### src/rtl/core/jhs_pkg.sv
`default_nettype none
// ----------------------------------------------------------------------------
// jhs_pkg: shared types and constants of the 5-point Jacobi heat stencil
// Field widths, register indexes and the queue word passed from the front
// end to the back end.
// ----------------------------------------------------------------------------
package jhs_pkg;

   // payload widths
   localparam int VAL_W     = 48;           // signed Q31.16 cell value
   localparam int PAIR_W    = VAL_W + 1;    // sum of two cells
   localparam int SUM_W     = VAL_W + 3;    // 4c + n + s + e + w
   localparam int ROW_W     = 12;
   localparam int COL_IDX_W = 10;

   // configuration registers
   localparam int GH_W       = 13;
   localparam int GW_W       = 11;
   localparam int CSR_IDX_W  = 1;
   localparam int CSR_DATA_W = 13;

   localparam logic [CSR_IDX_W-1:0] CSR_GRID_HEIGHT = 1'b0;
   localparam logic [CSR_IDX_W-1:0] CSR_GRID_WIDTH  = 1'b1;

   localparam logic [GH_W-1:0] GH_RESET = 13'd1024;
   localparam logic [GW_W-1:0] GW_RESET = 11'd1024;
   localparam logic [GH_W-1:0] H_MIN    = 13'd3;
   localparam logic [GH_W-1:0] H_MAX    = 13'd4096;
   localparam int              W_MIN    = 3;

   // one queued word: the operands of one emitting cell plus its position
   typedef struct packed {
      logic [VAL_W-1:0]     mid;       // cell (y-1,x)
      logic [VAL_W-1:0]     arrival;   // arriving cell (y,x)
      logic [PAIR_W-1:0]    ns;        // north + south
      logic [PAIR_W-1:0]    ew;        // east + west
      logic                 use_st;    // interior cell, apply the stencil
      logic                 last_row;  // arriving row is the final one
      logic [ROW_W-1:0]     row;       // row of the arriving cell
      logic [COL_IDX_W-1:0] col;
   } entry_type;

endpackage
`default_nettype wire

### src/rtl/core/jhs_back.sv
`default_nettype none
// ----------------------------------------------------------------------------
// jhs_back: result side of the heat stencil
// Finishes the stencil sum of the queue head, emits one result, or two on
// the final row, and holds it in the result register until popped.
// ----------------------------------------------------------------------------
module jhs_back
   import jhs_pkg::*;
(
   input  wire logic                  clock,
   input  wire logic                  reset,
   // queue side
   input  wire logic                  q_empty,
   input  wire entry_type             q_head,
   output logic                       q_pop,
   // result output
   output logic                       rsp_empty,
   input  wire logic                  rsp_pop,
   output logic [VAL_W-1:0]           rsp_cell_out,
   output logic [ROW_W-1:0]           rsp_row_index,
   output logic [COL_IDX_W-1:0]       rsp_col_index,
   output logic                       rsp_last_of_run
);

   logic                 out_valid_ff, out_valid_in;
   logic                 phase_ff, phase_in;    // second result of a final-row cell pending
   logic [VAL_W-1:0]     cell_ff, cell_in;
   logic [ROW_W-1:0]     row_ff, row_in;
   logic [COL_IDX_W-1:0] col_ff, col_in;
   logic                 last_ff, last_in;

   logic                 out_free, load;
   logic [SUM_W-1:0]     sum;

   // 4c + (n+s) + (e+w), then floor divide by 8
   assign sum = {q_head.mid[VAL_W-1], q_head.mid, 2'b00}
              + {{2{q_head.ns[PAIR_W-1]}}, q_head.ns}
              + {{2{q_head.ew[PAIR_W-1]}}, q_head.ew};

   assign out_free = !out_valid_ff || rsp_pop;
   assign load     = out_free && !q_empty;

   // result select and queue advance
   always_comb begin
      out_valid_in = out_valid_ff;
      phase_in     = phase_ff;
      cell_in      = cell_ff;
      row_in       = row_ff;
      col_in       = col_ff;
      last_in      = last_ff;
      q_pop        = 1'b0;
      if (rsp_pop) begin
         out_valid_in = 1'b0;
      end
      if (load) begin
         out_valid_in = 1'b1;
         col_in       = q_head.col;
         if (!phase_ff) begin
            cell_in = q_head.use_st ? sum[SUM_W-1:3] : q_head.mid;
            row_in  = q_head.row - ROW_W'(1);
            last_in = !q_head.last_row;
            if (q_head.last_row) begin
               phase_in = 1'b1;
            end else begin
               q_pop = 1'b1;
            end
         end else begin
            // final row cell passes through
            cell_in  = q_head.arrival;
            row_in   = q_head.row;
            last_in  = 1'b1;
            phase_in = 1'b0;
            q_pop    = 1'b1;
         end
      end
   end

   always_ff @(posedge clock) begin
      if (reset) begin
         out_valid_ff <= 1'b0;
         phase_ff     <= 1'b0;
      end else begin
         out_valid_ff <= out_valid_in;
         phase_ff     <= phase_in;
      end
   end

   always_ff @(posedge clock) begin
      cell_ff <= cell_in;
      row_ff  <= row_in;
      col_ff  <= col_in;
      last_ff <= last_in;
   end

   assign rsp_empty       = !out_valid_ff;
   assign rsp_cell_out    = cell_ff;
   assign rsp_row_index   = row_ff;
   assign rsp_col_index   = col_ff;
   assign rsp_last_of_run = last_ff;

   // checks
   assert property (@(posedge clock) disable iff (reset)
      phase_ff |-> !q_empty)
      else $error("jhs_back: second result pending without a queued word");
   assert property (@(posedge clock) disable iff (reset)
      phase_ff |-> q_head.last_row)
      else $error("jhs_back: second result pending for a non-final row");
   assert property (@(posedge clock) disable iff (reset)
      $rose(phase_ff) |-> (out_valid_ff && !last_ff))
      else $error("jhs_back: first of two results marked as last");

endmodule
`default_nettype wire

### config.mk
export PLATFORM = sky130hd
export DESIGN_NAME = jhs_back
export DESIGN_NICKNAME = d
export VERILOG_FILES = /design/src/rtl/core/jhs_pkg.sv /design/src/rtl/core/jhs_back.sv
export SDC_FILE = /design/constraint.sdc
export NUM_CORES = 1
export LEC_CHECK = 0
export ABC_AREA = 1
export BUFFER_PORTS_ARGS = -buffer_cell sky130_fd_sc_hd__buf_4
export CELL_PAD_IN_SITES_DETAIL_PLACEMENT = 1
export CELL_PAD_IN_SITES_GLOBAL_PLACEMENT = 2
export CORE_ASPECT_RATIO = 0.7
export CORE_MARGIN = 5
export CORE_UTILIZATION = 24
export DETAILED_ROUTE_END_ITERATION = 12
export GPL_TIMING_DRIVEN = 0
export PLACE_DENSITY_LB_ADDON = 0.1
export RECOVER_POWER = 100
export SYNTH_ARGS = -nofsm -noshare
export SYNTH_HDL_FRONTEND = slang
export SYNTH_SLANG_ARGS = --single-unit
export TNS_END_PERCENT = 30
### constraint.sdc
create_clock -name clock -period 6.4 [get_ports clock]
set_clock_uncertainty 0.15 [all_clocks]
set_input_delay 1.28 -clock clock [delete_from_list [all_inputs] [get_ports clock]]
set_output_delay 1.28 -clock clock [all_outputs]
set_load 0.02 [all_outputs]
==> summary.txt <==
Routing
  – Routed vias: slightly above 9000
  – DR WL/cell: 20.57 µm
  – Vias per inst: 4.574
  – Post-route DRC: 0
  – Drt pass-1 iters: 5
  – DRT Wirelength: just over 40000 µm
  – Post-route ant nets: 0
  – First DRT Iteration DRCs: 569

Critical path
  – Launch point of the worst path: rsp_pop
  – CP startpoint kind: primary input
  – Crit Path Category: primary input to output port
  – Req. time, crit path: 4970 ps
  – Critical Path Max Stage Delay: 690 ps
  – Launch point of the worst reg-to-reg path: out_valid_ff$_SDFFE_PP0P_
  – Worst path cell trace: clkbuf_4 > inv_1 > a21oi_4 > buf_12 > and2_0 > clkbuf_1
  – WP data arrival: 2890 ps
  – CP endpoint kind: output port
  – Critical-path top delay cell: a21oi_4
  – CP Max Fanout: 25

Floorplan
  – CORE AREA: ~35000 µm²
  – Full die area: 38870 µm²
  – Initial Utilization: 24.26%
  – Floorplan row count: 57
  – I/O pin cnt: around 300
  – Die W: 233.5 µm
  – DIE HEIGHT: 166.5 µm

GRT
  – Top Usage Layer GRT: met1
  – Initial antenna violation count: 1
  – Vias in the first global route: 9687
  – First-pass GRT wire length: 61110 µm
  – GRT Overall Usage: between 20% and 30%
  – Met2 Use GR: between 30% and 40%
  – Met1 usage: 33.01%
  – Largest net degree at the start of global routing: 27
  – Global Route met3 Usage: 3.302%
  – Total gr overflow: 0

Logic synthesis
  – Yosys warning count: 0
  – Post-synth top area share: 25.41%
  – Cell taking the most area after synthesis: edfxtp_1
  – Mean post-synth cell area: approximately 6.8 µm²
  – Flops & latches, synth: 73
  – EDFF count, synth: 71
  – Synth Flop Type: edfxtp_1
  – Post-Syn Area: 8392 µm²
  – Seq/Total Area, Yosys: 25.88%
  – Cell count after synthesis: 1230
  – Synthesized net count: 1550
  – Post-synth ARST share: 0%
  – Synth unique cells: 35
  – Synth area leaders: edfxtp_1 25%, nand2_1 19%, fa_1 11%

Clock tree
  – Clock Pin Slew Worst Setup and Hold Paths: 70 ps
  – Clock buffer depth: 2
  – CTS Buf Count: 9
  – Sink Count: 73
  – CTS H-tree depth: 3
  – CTS tree: built
  – Clk_lat worst skew: between 300 and 400 ps
  – Setup Fix Bufs, Post-CTS: 0
  – Cts hold-fix bufs: 0
  – Root Buffer: clkbuf_16
  – Post_cts resized: 0

Cells and area
  – Final Cell Area: 11160 µm²
  – Final #Nets: 1857
  – # diodes: 0
  – Layout cells sized above 1: 15.63%
  – Fillcell total: around 4400
  – Final design utilization: 32.26%
  – Area growth, synth to finish: 32.95%

STA
  – Highest clock rate: 0.2316 GHz
  – Max Slew Vio Count: 27
  – Slew margin rel.: -11.66%
  – Crit path time final: between 4000 and 5000 ps
  – Tcrit/Tclk final: 67.48%
  – Worst-margin pin slew: approximately 1700 ps
  – Setup Viol. Count Final: 0
  – RSZ-0062 raised after global routing: no
  – Fin. Hold Viols: 0

Job
  – Max-cap viol count: 1

Power
  – Static Leak: ~5.4 nW
  – Final Power: 2.556 mW
  – Worst vdd ir: 0.0001115 V
  – Pwr dens: 229.1 nW/µm²

Run status
  – Failing checks: max-capacitance violations, max-slew violations
  – Status: finished, violations left

Placement
  – Post-DP HPWL: 36200 µm
  – Input/output buffers: 294
  – Routability cong.: 0.8665
  – Placed Area: between 10000 and 15000 µm²

Worst hold path
  – Min-delay src: out_valid_ff$_SDFFE_PP0P_
  – Hold/Removal Path Class: register to register
==> layout by cell type (no fill, tap or decap), drive strengths merged, types with 2 or more instances in the layout <==
cell / synthesis / final
xor2: 18 / 18
nand4: 21 / 21
inv: 172 / 173
nor3: 18 / 18
fa: 48 / 48
a21boi: 2 / 2
a21oi: 72 / 72
xnor2: 12 / 12
nand3: 59 / 59
nor4: 2 / 2
o21ai: 76 / 76
o21a: 3 / 3
ha: 50 / 50
dfxtp: 2 / 2
nand3b: 3 / 3
nor2: 139 / 139
o21bai: 9 / 9
and2: 5 / 5
buf: 3 / 196
nand2: 424 / 424
clkbuf: 18 / 131
clkinv: 1 / 4
edfxtp: 71 / 71
==> critical path, delay by kind of cell <==
| family | cells | cell delay [ps] |
|---|---|---|
| buffers and inverters | 4 | 720 |
| AOI/OAI and AO/OA | 1 | 690 |
| and+or+nand+nor | 1 | 200 |
==> path summary, 6_finish.rpt <==
kind                                 to  slack [ps]  cells after the start
max                               q_pop        2080                      6
min           out_valid_ff$_SDFFE_PP0P_         370                      2
max reg2reg  rsp_cell_out[37]$_DFFE_PP_        3490                      2
min reg2reg   out_valid_ff$_SDFFE_PP0P_         370                      2
==> per-stage QoR <==
stage               instances  setup TNS [ps]  setup slack [ps]  hold WS (ps)
global route             2014               0              1963         407.6
global placement         1996          -422.9            -422.9         321.6
floorplan                1230               0              1086         310.0
CTS                      2014               0              2171         366.8
detailed placement       1998               0              1968         356.4
finish                   2014               0              2081         366.6
==> metal layers <==
| layer | vias up | share of wire [%] |
|---|---|---|
| li1 | 4548 | - |
| met5 | - | 0 |
| met2 | 206 | 41 |
| met1 | 4446 | 53 |
| met3 | 12 | 5.1 |
| met4 | 0 | 0.75 |
==> flip-flops by register name, summed over array words and instances (netlist names) <==
name / count
rsp_col_index: 10
rsp_row_index: 12
phase_ff: 1
out_valid_ff: 1
rsp_cell_out: 48
rsp_last_of_run: 1
==> cells by family (layout without fill, tap and decap cells) <==
kind of cell | after synthesis | in the layout | synth area share [%]
flip-flops | 73 | 73 | 25.88
XOR/XNOR | 30 | 30 | 3.131
buffers and inverters | 194 | 506 | 8.722
AND/OR/NAND/NOR | 672 | 672 | 33.14
AO/OA/AOI/OAI | 163 | 163 | 10.21
adder cells (fa/ha/maj) | 98 | 98 | 18.91
==> report_power, final <==
part           internal, mW  switching [mW]
Sequential            0.599          0.0131
Combinational         0.457           0.939
Clock                 0.301           0.247
Total                  1.36            1.20
==> area by class of cell <==
class                           instances  area [µm²]  area share (%)
Multi-Input combinational cell        963        5469           49.02
Sequential cell                        73        2172           19.47
Timing Repair Buffer                  296        1908           17.10
Inverter                              173       649.4           5.820
Tap cell                              472       590.6           5.293
Clock buffer                           10       229.0           2.052
Buffer                                 21       81.33          0.7289
Clock inverter                          6       57.56          0.5159
==> cell usage after synthesis (all sizes together), types with 3 or more instances <==
cell,instances
edfxtp,71
xor2,18
nand2,424
nor3,18
xnor2,12
ha,50
inv,172
fa,48
nand3,59
buf,3
nand4,21
nor2,139
a21oi,72
clkbuf,18
o21ai,76
nand3b,3
o21bai,9
and2,5
o21a,3
Note: power is estimated with default switching activity, not from simulation.
