<file path="src/rtl/core/jhs_pkg.sv">
`default_nettype none
// ----------------------------------------------------------------------------
// jhs_pkg: shared types and constants of the 5-point Jacobi heat stencil
// Field widths, register indexes and the queue word passed from the front
// end to the back end.
// ----------------------------------------------------------------------------
package jhs_pkg;

   // payload widths
   localparam int VAL_W     = 48;           // signed Q31.16 cell value
   localparam int PAIR_W    = VAL_W + 1;    // sum of two cells
   localparam int SUM_W     = VAL_W + 3;    // 4c + n + s + e + w
   localparam int ROW_W     = 12;
   localparam int COL_IDX_W = 10;

   // configuration registers
   localparam int GH_W       = 13;
   localparam int GW_W       = 11;
   localparam int CSR_IDX_W  = 1;
   localparam int CSR_DATA_W = 13;

   localparam logic [CSR_IDX_W-1:0] CSR_GRID_HEIGHT = 1'b0;
   localparam logic [CSR_IDX_W-1:0] CSR_GRID_WIDTH  = 1'b1;

   localparam logic [GH_W-1:0] GH_RESET = 13'd1024;
   localparam logic [GW_W-1:0] GW_RESET = 11'd1024;
   localparam logic [GH_W-1:0] H_MIN    = 13'd3;
   localparam logic [GH_W-1:0] H_MAX    = 13'd4096;
   localparam int              W_MIN    = 3;

   // one queued word: the operands of one emitting cell plus its position
   typedef struct packed {
      logic [VAL_W-1:0]     mid;       // cell (y-1,x)
      logic [VAL_W-1:0]     arrival;   // arriving cell (y,x)
      logic [PAIR_W-1:0]    ns;        // north + south
      logic [PAIR_W-1:0]    ew;        // east + west
      logic                 use_st;    // interior cell, apply the stencil
      logic                 last_row;  // arriving row is the final one
      logic [ROW_W-1:0]     row;       // row of the arriving cell
      logic [COL_IDX_W-1:0] col;
   } entry_type;

endpackage
`default_nettype wire

</file>
<file path="src/rtl/core/jhs_queue.sv">
`default_nettype none
// ----------------------------------------------------------------------------
// jhs_queue: short queue between front and back end
// Register-based FIFO of stencil words; count is exported so the front end
// can throttle its input early enough for its own in-flight word.
// ----------------------------------------------------------------------------
module jhs_queue
   import jhs_pkg::*;
#(
   parameter int DEPTH = 4,
   localparam int PTR_W = (DEPTH > 1) ? $clog2(DEPTH) : 1,
   localparam int CNT_W = $clog2(DEPTH + 1)
) (
   input  wire logic             clock,
   input  wire logic             reset,
   input  wire logic             push,
   input  wire entry_type        push_word,
   input  wire logic             pop,
   output entry_type             head_word,
   output logic                  empty,
   output logic [CNT_W-1:0]      count
);

   entry_type          words_ff [DEPTH];
   logic [PTR_W-1:0]   head_ff, head_in;
   logic [PTR_W-1:0]   tail_ff, tail_in;
   logic [CNT_W-1:0]   count_ff, count_in;

   // pointer and fill bookkeeping
   always_comb begin
      head_in  = head_ff;
      tail_in  = tail_ff;
      count_in = count_ff;
      if (push) begin
         tail_in = (tail_ff == PTR_W'(DEPTH - 1)) ? '0 : tail_ff + PTR_W'(1);
      end
      if (pop) begin
         head_in = (head_ff == PTR_W'(DEPTH - 1)) ? '0 : head_ff + PTR_W'(1);
      end
      if (push && !pop) begin
         count_in = count_ff + CNT_W'(1);
      end else if (pop && !push) begin
         count_in = count_ff - CNT_W'(1);
      end
   end

   always_ff @(posedge clock) begin
      if (reset) begin
         head_ff  <= '0;
         tail_ff  <= '0;
         count_ff <= '0;
      end else begin
         head_ff  <= head_in;
         tail_ff  <= tail_in;
         count_ff <= count_in;
      end
   end

   // storage, no reset
   always_ff @(posedge clock) begin
      if (push) begin
         words_ff[tail_ff] <= push_word;
      end
   end

   assign head_word = words_ff[head_ff];
   assign empty     = (count_ff == '0);
   assign count     = count_ff;

   // checks
   assert property (@(posedge clock) disable iff (reset)
      (push && !pop) |-> (count_ff < CNT_W'(DEPTH)))
      else $error("jhs_queue: push into a full queue");
   assert property (@(posedge clock) disable iff (reset)
      pop |-> (count_ff != '0))
      else $error("jhs_queue: pop from an empty queue");
   assert property (@(posedge clock) disable iff (reset)
      (push && pop) |=> (count_ff == $past(count_ff)))
      else $error("jhs_queue: count moved on simultaneous push and pop");

endmodule
`default_nettype wire

</file>
<file path="config.mk">
export PLATFORM = sky130hd
export DESIGN_NAME = jhs_queue
export DESIGN_NICKNAME = d
export VERILOG_FILES = /design/src/rtl/core/jhs_pkg.sv /design/src/rtl/core/jhs_queue.sv
export SDC_FILE = /design/constraint.sdc
export NUM_CORES = 1
export LEC_CHECK = 0
export ABC_AREA = 1
export BUFFER_PORTS_ARGS = -buffer_cell sky130_fd_sc_hd__buf_4
export CORE_MARGIN = 2
export CORE_UTILIZATION = 52
export DETAILED_ROUTE_END_ITERATION = 8
export PLACE_DENSITY = 0.83
export SLEW_MARGIN = 20
export SYNTH_ARGS = -nofsm -noshare
export SYNTH_HDL_FRONTEND = slang
export SYNTH_SLANG_ARGS = --single-unit
</file>
<file path="constraint.sdc">
create_clock -name clock -period 5 [get_ports clock]
set_input_delay 0 -clock clock [delete_from_list [all_inputs] [get_ports clock]]
set_output_delay 0 -clock clock [all_outputs]
set_load 0.005 [all_outputs]
</file>
==> flow_metrics.tcl, run 1 <==
set metrics [dict create \
    cpPeakStageDelay_ps 610 \
    synth_area_leaders "edfxtp_1, o21ai_0, nor2_1" \
    synth.distinct_cells 20 \
    setup_viol 0 \
    finalCritPeriodShare_pct 72.6 \
    synth_compound_area_share_pct 11.0 \
    h-tree-depth 3 \
    finalMaxSlewViolations 0 \
    whs_path_depth 2 \
    dieWidth_um 254 \
    final_area_um2 41500 \
    cts_buffers 86 \
    avgSynthCellArea_um2 15.0 \
    power.share.clock_pct 37.6 \
    synthXorXnorAreaFrac_pct 0.0269 \
    r2r_start "tail_ff[1]$_SDFFE_PP0P_" \
    worst_slew_pin_slew_ps 1160 \
    muxShareOfSynthArea_pct 0 \
    pre_cts_ws_ps 2510 \
    critPathLaunchType "flop" \
    cts_tree "done" \
    grt_antenna_before_repair 11 \
    grt_pass1_vias 21529 \
    max_clock_freq_mhz 275 \
    routabilityCongestion 0.783 \
    p_seq_share_pct 51.4 \
    ctsRootBufferMaster "clkbuf_16" \
    die_area_um2 64500 \
    synthTopCellsByCount "edfxtp_1, nor2_1, o21ai_0" \
    r2r_end "words_ff[1][108]$_DFFE_PP_" \
    wire_per_inst_um 22.4 \
    path_class "flop to primary output" \
    fin_crit_ps 3630 \
    cts_resized 0 \
    p_comb_share_pct 11.0 \
    seq_area_frac_synth_pct 81.1 \
    cts.path.max_buffers 3 \
    place_area_um2 36500 \
    vdd_drop_max_v 0.000504 \
    worst_path_max_delay_cell "dfxtp_4" \
    drc_errors 0 \
    finClkSkew_ps 29.8 \
    critPathTopFamily "buffers and inverters" \
    path_cells "clkinv_8 -> buf_12 -> o21ai_0 -> o22ai_1 -> buf_4" \
    crit_fanout 216 \
    worstSetupEndpointType "primary output" \
    n_fill_cell 3814 \
    synth_fa_ha_area_share_pct 0.293 \
    status "completed" \
    yosys_warnings 0 \
    synthArstFlopShare_pct 0 \
    core_area_um2 61700 \
    hp-start "push_word[45]" \
    cts_sinks 881 \
    synth_ff_type "edfxtp_1" \
    ant_nets 0 \
    cp_num_buf_inv 3 \
    clk_pin_slew_worst_paths_ps 70 \
    reg2reg_slack_ps 2420 \
    area_growth_pct 27.5 \
    dieHeight_um 254 \
    required_ps 5000 \
    hpwlAfterDp_um 41700 \
    whs_endpoint "words_ff[1][45]$_DFFE_PP_" \
    hold_class "primary input to flop" \
    p_sw_share_pct 23.2 \
    multi_input_area_um2 5400 \
    synth_edf_count 872 \
    clock_latency_ps 640 \
    grt_pass1_wl_um 122000 \
    yosysTopAreaCell "edfxtp_1" \
    grt_max_degree 217 \
    fin_tns_setup_ps 0 \
    leakagePower_nw 14.5 \
    synth_top_family_by_area "compound AO/OA/AOI/OAI gates" \
    synth.most_common_cell "edfxtp_1" \
    arrival_ps 3630 \
    wirelength_um 83100 \
    grt_setup_unrepaired "false" \
    maxCapViolCount 0 \
    reg2reg_depth 5 \
    start_util_pct 52.7 \
    drt-initial-drc-count 2590 \
    p_sw_mw 3.86 \
    syn_inst 2166 \
    setup_ws_ps 1370 \
    drive_gt1_share_pct 20.4 \
    fin_nets 3019 \
    track_usage_pct 24.8 \
    vias_per_cell 5.86 \
    overflow 0 \
    synth_top_area_share_pct 80.6 \
    finalHoldViolCount 0 \
    max_slew_margin_pct 22.5 \
    syn_nets 2395 \
    regArea_um2 26400 \
    synth-simple-area-share_pct 5.30 \
    first_pass_iters 7 \
    synth_area_um2 32500 \
    power.density_nw_per_um2 401 \
    port_buffers 443 \
    synth.ff_latch_count 881 \
    rows 91 \
    p_int_mw 12.8 \
    vias 21697 \
    pin_count 444 \
]
## how the worst max path moves through the flow
stage | cells after the start | slack [ps] | startpoint | endpoint
after floorplan | 4 | 640 | tail_ff[0]$_SDFFE_PP0P_ | words_ff[0][0]$_DFFE_PP_
after global placement | 5 | 2500 | flop | head_word[151]
after detailed placement | 5 | 2510 | flop | head_word[151]
after CTS | 5 | 1760 | flop | head_word[84]
after global routing | 5 | 1280 | flop | head_word[116]
final | 5 | 1370 | flop | head_word[101]
## placed cells by master (no fill, tap or decap)
master and instances:
edfxtp_1 872, buf_4 447, nor2_1 444, o21ai_0 420, dlygate4sd3_1 222, o22ai_1 218
clkbuf_16 89, clkinv_1 22, o21ai_1 19, clkbuf_1 16, clkinv_2 13, buf_12 11
diode_2 10, inv_1 10, nand2_1 8, clkinvlp_4 7, dfxtp_1 7, ha_1 6
bufinv_16 5, nor3_1 3, a21oi_1 3, clkinv_8 2, dfxtp_4 2, clkinv_4 2
inv_16 2, inv_8 1, xor2_1 1, nand3_1 1, nand4_1 1, fa_1 1
clkinv_16 1
## power groups by stage
stage               sequential (mW)  clock, mW  combinational (mW)
global placement               8.67          0                1.56
CTS                            8.54       6.27                1.79
detailed placement             8.69          0                1.62
global route                   8.57       6.58                1.96
finish                         8.55       6.25                1.83
floorplan                      8.70          0               0.727
## sequential cells by signal, summed over array words and instances, names as in the netlist, named ones only
signal    count
head_ff       2
tail_ff       2
count         3
words_ff    872
## repair_timing
action | 4_1_cts | 5_1_grt
setup buffers | 0 | 0
endpoints found under the hold margin | 881 | 0
hold buffers | 222 | 0
## area by class of cell
type,count,area share [%]
flip-flops and latches,881,63.6
repair buffers,680,14.0
multi-input cells,1125,13.0
clock buffers,105,5.52
well taps,837,2.53
clock inverters,49,1.02
inverters,16,0.229
diodes,10,0.0604
## metrics by stage
step	std cells	power (mW)	utilization, %	hold WS [ps]
6_report	3703	16.6	67.2	101
5_1_grt	3700	17.1	67.2	81.0
4_1_cts	3693	16.6	67.1	53.8
3_5_place_dp	3317	10.3	59.1	202
3_3_place_gp	3317	10.2	59.1	197
2_1_floorplan	2166	9.42	-	72.4
## layer usage
layer  part of all wire [%]  wire length, um  vias up  GRT usage (%)
met1                     35            29000    10693           29.3
met4                    3.4             2820        6           9.76
met5                  0.048               40        -              0
met2                     51            42400     1296           42.4
met3                     11             8850      232           7.83
li1                       -                -     9470              -
## logic make-up (layout without fill, tap and decap cells)
kind of cell,count (synthesis),in the layout
other,0,10
xor gates and xnor gates,1,1
buffers and inverters,160,850
AOI/OAI and AO/OA,660,660
and+or+nand+nor,457,457
DFF,881,881
adders and majority gates,7,7
(Power assumes the default switching activity.)
==> run 2: changes to the inputs <==
--- a/config.mk
+++ b/config.mk
@@ -8,9 +8,9 @@
 export ABC_AREA = 1
 export BUFFER_PORTS_ARGS = -buffer_cell sky130_fd_sc_hd__buf_4
 export CORE_MARGIN = 2
-export CORE_UTILIZATION = 52
+export CORE_UTILIZATION = 57
 export DETAILED_ROUTE_END_ITERATION = 8
-export PLACE_DENSITY = 0.83
+export PLACE_DENSITY = 0.86
 export SLEW_MARGIN = 20
 export SYNTH_ARGS = -nofsm -noshare
 export SYNTH_HDL_FRONTEND = slang
==> constraint.sdc (replaced) <==
create_clock -name clock -period 3.4 [get_ports clock]
set_input_delay 0 -clock clock [delete_from_list [all_inputs] [get_ports clock]]
set_output_delay 0 -clock clock [all_outputs]
set_load 0.005 [all_outputs]
==> flow_metrics.tcl, run 2 (synthesized netlist as in run 1, its figures left out) <==
set metrics [dict create \
    status "completed" \
    die_area_um2 59000 \
    path_depth 5 \
    worst_path_max_delay_cell "buf_4" \
    overflow 0 \
    dieWidth_um 243 \
    fin_tns_setup_ps 0 \
    maxCapViolCount 0 \
    power.density_nw_per_um2 596 \
    r2r_end "words_ff[0][30]$_DFFE_PP_" \
    wire_per_inst_um 25.2 \
    reg2reg_slack_ps 1280 \
    fin_crit_ps 2890 \
    cts.path.max_buffers 3 \
    cp_num_buf_inv 3 \
    final_cell_mix "edfxtp_1, buf_4, nor2_1, o21ai_0, dlygate4sd3_1" \
    grt_pass1_vias 22938 \
    critPathLaunchType "flop" \
    grt_antenna_before_repair 9 \
    core_area_um2 56400 \
    drc_errors 0 \
    finalHoldViolCount 0 \
    path_cells "clkinv_8 -> buf_4 -> o21ai_0 -> o22ai_1 -> buf_4" \
    cts_sinks 881 \
    wirelength_um 91800 \
    vdd_drop_max_v 0.000717 \
    path_class "flop to primary output" \
    start_util_pct 57.6 \
    h-tree-depth 3 \
    grt_pass1_wl_um 136000 \
    finalCritPeriodShare_pct 85.0 \
    cts_resized 0 \
    dieHeight_um 243 \
    vias 22759 \
    hpwlAfterDp_um 44000 \
    cts_buffers 85 \
    clk_pin_slew_worst_paths_ps 60 \
    r2r_start "tail_ff[0]$_SDFFE_PP0P_" \
    reg2reg_depth 5 \
    pre_cts_ws_ps 1360 \
    cp-endpoint "head_word[54]" \
    ant_nets 0 \
    regMostFlops "words_ff" \
    final_common_cell "edfxtp_1" \
    rows 87 \
    fin_nets 3041 \
    largest_register_ff_count 872 \
    drive_gt1_share_pct 21.6 \
    hold_class "primary input to flop" \
    grt_max_degree 225 \
    setup_ws_ps 510 \
    critPathTopFamily "buffers and inverters" \
    cts_tree "done" \
    ctsRootBufferMaster "clkbuf_16" \
    max_clock_freq_mhz 346 \
    required_ps 3400 \
    cpPeakStageDelay_ps 550 \
    grt_setup_unrepaired "false" \
    worst_slew_pin_slew_ps 1170 \
    finClkSkew_ps 24.9 \
    critical-path-top-cell-by-count "buf_4" \
    pin_count 444 \
    crit_fanout 147 \
    arrival_ps 2890 \
    track_usage_pct 30.1 \
    worstSetupEndpointType "primary output" \
    routabilityCongestion 0.808 \
    setup_viol 0 \
    cts_setup_buffers 0 \
    vias_per_cell 6.24 \
    area_growth_pct 28.0 \
    finalMaxSlewViolations 0 \
    max_slew_margin_pct 21.8 \
    leakagePower_nw 14.6 \
    port_buffers 443 \
    first_pass_iters 6 \
    drt-initial-drc-count 2902 \
    clock_latency_ps 650 \
]
==> run 2: changes by cell type in the layout (fill, tap and decap cells not counted), sizes merged <==
cell,before,now
buf,458,480
bufinv,5,6
clkbuf,105,102
clkinv,40,36
clkinvlp,7,11
diode,10,12
dlygate4sd3,222,223
inv,13,17
==> run 2: routing by layer <==
layer,vias up,share of wire [%],global-route usage [%]
met5,-,0,0
li1,9511,-,-
met3,327,12,7.35
met4,0,4.3,12.5
met2,1858,51,51.9
met1,11063,33,36.5
==> run 2: report_power, final <==
group          total, mW  switching (mW)  internal [mW]
clock               9.39            4.25           5.14
combinational       2.85            1.67           1.18
sequential          12.6           0.141           12.4
==> run 2: how the worst min path moves through the flow <==
stage,startpoint,to,slack (ps),cells past startpoint
floorplan,reset,tail_ff[0]$_SDFFE_PP0P_,60,1
global placement,reset,tail_ff[0]$_SDFFE_PP0P_,190,2
detailed placement,push_word[143],words_ff[1][143]$_DFFE_PP_,200,1
CTS,push_word[217],words_ff[0][217]$_DFFE_PP_,60,2
global route,push_word[168],words_ff[2][168]$_DFFE_PP_,80,2
finish,push_word[201],words_ff[3][201]$_DFFE_PP_,90,2
==> run 2: what timing repair did <==
item / 4_1_cts / 5_1_grt
endpoints found under the setup margin: 0 / 0
hold endpoints to repair: 887 / 0
hold buffers: 223 / 0
==> run 2: stage by stage <==
step,total power [mW],hold slack [ps],utilization (%),instance area (um^2),instances
finish,24.8,92.7,73.8,41600,3649
global route,25.4,80.4,73.8,41600,3646
CTS,24.5,59.2,73.7,41600,3637
detailed placement,15.2,202,64.9,36600,3258
global placement,15.1,194,64.9,36600,3258
floorplan,13.9,65.0,-,32500,2166
==> run 2: layout make-up <==
type | count | area, um^2
sequential | 881 | 26400
fill | 2884 | 14800
timing repair buffer | 703 | 6010
multi-input combinational | 1125 | 5420
clock buffer | 102 | 2190
tap | 756 | 946
clock inverter | 54 | 544
inverter | 16 | 92.6
antenna | 12 | 30.0
